--- src/hw/rtl/scfd_pkg.sv ---
// Package: shared constants, payload structs and controller/datapath interface types.
`default_nettype none
package scfd_pkg;

  // Store geometry
  localparam int SAMPLE_DEPTH = 1024;
  localparam int ADDR_W       = (SAMPLE_DEPTH > 1) ? $clog2(SAMPLE_DEPTH) : 1;
  localparam int CNT_W        = $clog2(SAMPLE_DEPTH + 1);
  localparam int SAMPLE_W     = 192;
  localparam int STORED_W     = 11;

  // Frame layout
  localparam int FRAME_LEN    = 28;
  localparam int BIDX_W       = $clog2(FRAME_LEN);
  localparam int DATA_FIRST   = 2;
  localparam int DATA_LAST    = 25;
  localparam int CSUM_POS     = 26;
  localparam logic [7:0] SYNC0 = 8'hAA;
  localparam logic [7:0] SYNC1 = 8'h55;
  localparam logic [7:0] TAIL  = 8'h7F;

  typedef enum logic [1:0] {
    OP_TICK  = 2'd0,
    OP_START = 2'd1,
    OP_REQ   = 2'd2,
    OP_SEND  = 2'd3
  } op_t;

  typedef enum logic [1:0] {
    NOTE_NONE      = 2'd0,
    NOTE_STARTED   = 2'd1,
    NOTE_CAPTURED  = 2'd2,
    NOTE_SENT      = 2'd3
  } note_t;

  typedef struct packed {
    op_t                op;
    logic [31:0]        time_stamp;
    logic [31:0]        roll_bits;
    logic [31:0]        pitch_bits;
    logic [31:0]        yaw_bits;
    logic signed [15:0] speed_a;
    logic signed [15:0] speed_b;
    logic signed [15:0] speed_c;
    logic signed [15:0] speed_d;
  } in_t;

  typedef struct packed {
    logic [7:0]          frame_byte;
    logic                byte_valid;
    logic                last;
    note_t               notify;
    logic                recording_flag;
    logic                ready_flag;
    logic                sending_flag;
    logic [STORED_W-1:0] stored_count;
  } out_t;

  // Controller to datapath
  typedef struct packed {
    logic load_item;
    logic exec;
    logic emit_single;
    logic emit_byte;
  } scfd_cmd_t;

  // Datapath to controller
  typedef struct packed {
    logic frame_go;
    logic slot_free;
    logic byte_last;
  } scfd_sts_t;

endpackage
`default_nettype wire

--- src/hw/rtl/scfd_ctrl.sv ---
// Controller: sequences accept, execute and result emission for one request at a time.
`default_nettype none
module scfd_ctrl
  import scfd_pkg::*;
(
  input  wire logic      clk,
  input  wire logic      rst_n,
  input  wire logic      in_valid,
  output logic           in_stall,
  input  wire scfd_sts_t sts,
  output scfd_cmd_t      cmd
);

  typedef enum logic [1:0] {
    S_IDLE,
    S_EXEC,
    S_SINGLE,
    S_FRAME
  } state_t;

  state_t state_r, state_nxt;

  // Next state and commands
  always_comb begin
    state_nxt = state_r;
    cmd       = '0;
    case (state_r)
      S_IDLE: begin
        if (in_valid) begin
          cmd.load_item = 1'b1;
          state_nxt     = S_EXEC;
        end
      end
      S_EXEC: begin
        cmd.exec  = 1'b1;
        state_nxt = sts.frame_go ? S_FRAME : S_SINGLE;
      end
      S_SINGLE: begin
        if (sts.slot_free) begin
          cmd.emit_single = 1'b1;
          state_nxt       = S_IDLE;
        end
      end
      S_FRAME: begin
        if (sts.slot_free) begin
          cmd.emit_byte = 1'b1;
          if (sts.byte_last) begin
            state_nxt = S_IDLE;
          end
        end
      end
      default: begin
        state_nxt = S_IDLE;
      end
    endcase
  end

  always_ff @(posedge clk) begin
    if (!rst_n) begin
      state_r <= S_IDLE;
    end else begin
      state_r <= state_nxt;
    end
  end

  assign in_stall = (state_r != S_IDLE);

endmodule
`default_nettype wire

--- config.mk ---
export PLATFORM = sky130hd
export DESIGN_NAME = scfd_ctrl
export DESIGN_NICKNAME = d
export VERILOG_FILES = /design/src/hw/rtl/scfd_pkg.sv /design/src/hw/rtl/scfd_ctrl.sv
export SDC_FILE = /design/constraint.sdc
export NUM_CORES = 1
export LEC_CHECK = 0
export BUFFER_PORTS_ARGS = -buffer_cell sky130_fd_sc_hd__clkbuf_2
export CAP_MARGIN = 25
export CORE_AREA = 5 5 42 44
export DETAILED_ROUTE_END_ITERATION = 16
export DIE_AREA = 0 0 47 49
export GPL_TIMING_DRIVEN = 0
export MAX_ROUTING_LAYER = met4
export PLACE_DENSITY = 0.33
export SLEW_MARGIN = 20
export SYNTH_ARGS = -nofsm -noshare
export SYNTH_HDL_FRONTEND = slang
export SYNTH_SLANG_ARGS = --single-unit
--- constraint.sdc ---
create_clock -name clk -period 2.3 [get_ports clk]
set_input_delay 0.46 -clock clk [delete_from_list [all_inputs] [get_ports clk]]
set_output_delay 0.46 -clock clk [all_outputs]
set_load 0.02 [all_outputs]
Yosys cells after proc, flatten, opt, wreduce, memory -nomap -nowiden. Index checks and enable logic that the tools add are counted.

Equal/unequal tests: 7. Multiplexer cells: 12. Reductions and logical operators: 3.

Operators by type and width (number): $mux W2 (4); $ne A2 B2 Y1 const B (4); $pmux W2 S4 (1); $mux W1 (7); $eq A2 B2 Y1 const B (2); $reduce_and A4 Y1 (1); $eq A2 B1 Y1 const B (1); $logic_not A2 Y1 (1); $reduce_bool A2 Y1 (1).

Flip-flop bits (word level): 2. Input port bits: 6. Output and inout bits: 5. Word-level logic and storage cells: 23.

Depth between registers and ports, before layout.
Depth in word-level cells: 3. Gate-level depth with buffers: 2. Gate-level depth less buffers: 2.

Worst setup path after synthesis. Ideal clock, no wire load.

Kind: in2out. Start point: input in_valid. End point: output cmd[3] (netlist bit). Arrival: 0.807 ns. Required time: 1.840 ns. Slack: 1.033 ns. Cell stages on the path: 1. Buffers on the path: 0. Cell sequence: nor3b_2.

Word-level cells in the longest chain between the ends: 2.

RTL lines: start, declared (line scfd_ctrl.sv:8) `input wire logic in_valid,`; $mux W1 (line scfd_ctrl.sv:29) `if (in_valid) begin`; $mux W1 (line scfd_ctrl.sv:27) `case (state_r)`; end, declared (line scfd_ctrl.sv:11) `output scfd_cmd_t cmd`.

Every way passes these cells.

==> flow_summary.toml <==
[cts]
hold_buffers = 0
htree_levels = 1
ctsResizeCount = 0
clk_pin_slew_ns = 0.03
clkSinkCount = 2
cts_buffers = 3
clk_latency_ns = 0.22
cts_root_buf = "clkbuf_4"
cts_tree = "yes"
clockBufferDepth = 2
cts_setup_buffers = 0

[floorplan]
io_pins = 11
die-area_um2 = 2300
fp.coreArea_um2 = 1400
die_w_um = 47
placementRows = 14
start_util = 0.0911
die_y_um = 49

[worst_setup_path]
crit_start = "state_r[0]$_SDFFE_PN0P_"
endpoint_kind = "output pin"
rr_worst_depth = 2
reg2reg_slack_ns = 1.40
slowest_stage = "dfxtp_1"
critical_path.startpoint_type = "register"
regToRegEndpoint = "state_r[0]$_SDFFE_PN0P_"
worstReg2RegStart = "state_r[1]$_SDFFE_PN0P_"
cp.arrival_ns = 1.04
crit_fanout = 7
path_cells = "nor2b_1 -> buf_4 -> clkbuf_2"
worstSetupPathType = "register to output pin"
worstPathRequired_ns = 1.84
critPathMaxStageDelay_ns = 0.40

[synthesis]
ys_top_cells_by_area = "dfxtp_1 (31%), nor3b_2 (9.8%), o221a_1 (8.8%)"
netlist_area_um2 = 128
synth_xor_area_frac = 0
synthSimpleGateAreaFrac = 0.402
yosys.area.top_type = "dfxtp_1"
yosysWarnings = 0
synthAdderAreaFrac = 0
ys_ff_latch = 2
syn-num-nets = 19
synth-compound-area-share = 0.225
synth_cells = 13
synth_top_family_by_area = "simple AND/OR/NAND/NOR gates"
yosysSeqAreaShare = 0.314
postSynthAreaPerCell_um2 = 9.82
synth_mux_area_frac = 0
ys_types = 12
yosysTopAreaCellShare = 0.314

[final_layout]
stdcell_area_um2 = 220
drive_gt1_frac = 0.692
largest_reg_flops = 2
antenna_cells = 0
area_growth_pct = 72.5
top_regs = "state_r: 2 flops"
regMostFlops = "state_r"
final_core_util = 0.157
finalNetCount = 34

[power_and_ir_drop]
ir_drop_mv = 0.153
p_per_area_nw_per_um2 = 757
p_total_uw = 167
power_leakage_uw = 0.000118

[sta]
max_slew_margin = 0.857
finalHoldViolations = 0
fin_crit_sh = 0.652
fin_skew_ns = 0.00217
rsz0062_at_grt = "false"
setup_viol = 0
fin_tns_setup_ns = 0
clock.fmax_ghz = 0.667
worst_slew_pin_slew_ns = 0.214
drv_slew = 0
period_needed_ns = 1.50

[worst_hold_path]
holdCritStartpoint = "rst_n"
hold_depth = 2
holdPathEnd = "state_r[0]$_SDFFE_PN0P_"
holdCritPathClass = "input pin to register"

[place]
io_buffers = 10
place_congestion = 0.659
placed_area_um2 = 198

[job]
maxCapViolations = 0

[drt]
wl_um = 391
drcViolationCount = 0
ant_nets = 0
wl_per_cell_um = 9.31
first_pass_iters = 4
drt-vias-per-instance = 3.38
drtIter0Drc = 7
route.vias.total = 142

[global_route]
grt_use_total = 0.0447
overflow = 0
grt_pass1_wl_um = 655
grt_max_degree = 8
grt_pass1_vias = 163
antenna_found_initial = 0

[status]
status = "finished, final reports clean"
routing by layer:
layer,share of wire,wire length [µm],vias to the layer above,global-route usage
li1,-,-,73,-
met1,0.46,179,58,0.0525
met2,0.34,133,11,0.0430
met3,0.20,78,0,0.0148
met4,0,0,0,0.0691
met5,0,0,-,-
per-stage QoR:
stage / setup WS [ns] / hold slack, ns / std cells
final: 0.801 / 0.487 / 42
after global routing: 0.712 / 0.498 / 42
after CTS: 0.784 / 0.481 / 42
after detailed placement: 0.910 / 0.631 / 39
after global placement: 0.923 / 0.604 / 39
after floorplan: 1.03 / 0.578 / 13
cell usage in the layout (no fill, tap or decap):
cell      instances
and3_2            1
buf_4             1
clkbuf_2         10
clkbuf_4          3
dfxtp_1           2
nand2_2           1
nor2_1            1
nor2b_1           1
nor2b_2           1
nor3b_2           1
o211a_1           1
o21a_1            1
o221a_1           1
or2_1             1
power breakdown:
| group | switching [µW] | total (µW) | internal, µW |
|---|---|---|---|
| clock network | 20.7 | 78.3 | 57.6 |
| logic | 23.0 | 43.3 | 20.2 |
| registers | 6.15 | 45.1 | 39.0 |
area by class of cell:
cell class | instances | area [µm²]
Buffer | 1 | 7.51
Tap cell | 16 | 20.0
Fill cell | 162 | 1180
Multi-Input combinational cell | 10 | 80.1
Sequential cell | 2 | 40.0
Clock buffer | 3 | 22.5
Timing Repair Buffer | 10 | 50.0
synth_stat cells (all sizes together):
cell,count
nor3b,1
nand2,1
buf,1
nor2b,2
or2,1
o211a,1
o221a,1
dfxtp,2
and3,1
nor2,1
o21a,1
worst max-delay path by stage:
stage | endpoint | slack [ns]
detailed placement | cmd[3] | 0.91
global route | cmd[1] | 0.71
finish | cmd[2] | 0.80
global placement | cmd[3] | 0.92
CTS | cmd[2] | 0.78
floorplan | cmd[3] | 1.03
worst max-delay path: cells and delay by family (launching register included):
| kind | cells | cell delay [ns] |
|---|---|---|
| buffers and inverters | 2 | 0.26 |
| DFF | 1 | 0.40 |
| and+or+nand+nor | 1 | 0.15 |
cells by family after synthesis:
family,Yosys count
AND/OR/NAND/NOR,7
AO/OA/AOI/OAI,3
flip-flops,2
buffers and inverters,1
No activity file was read; power rests on OpenSTA's default activity.
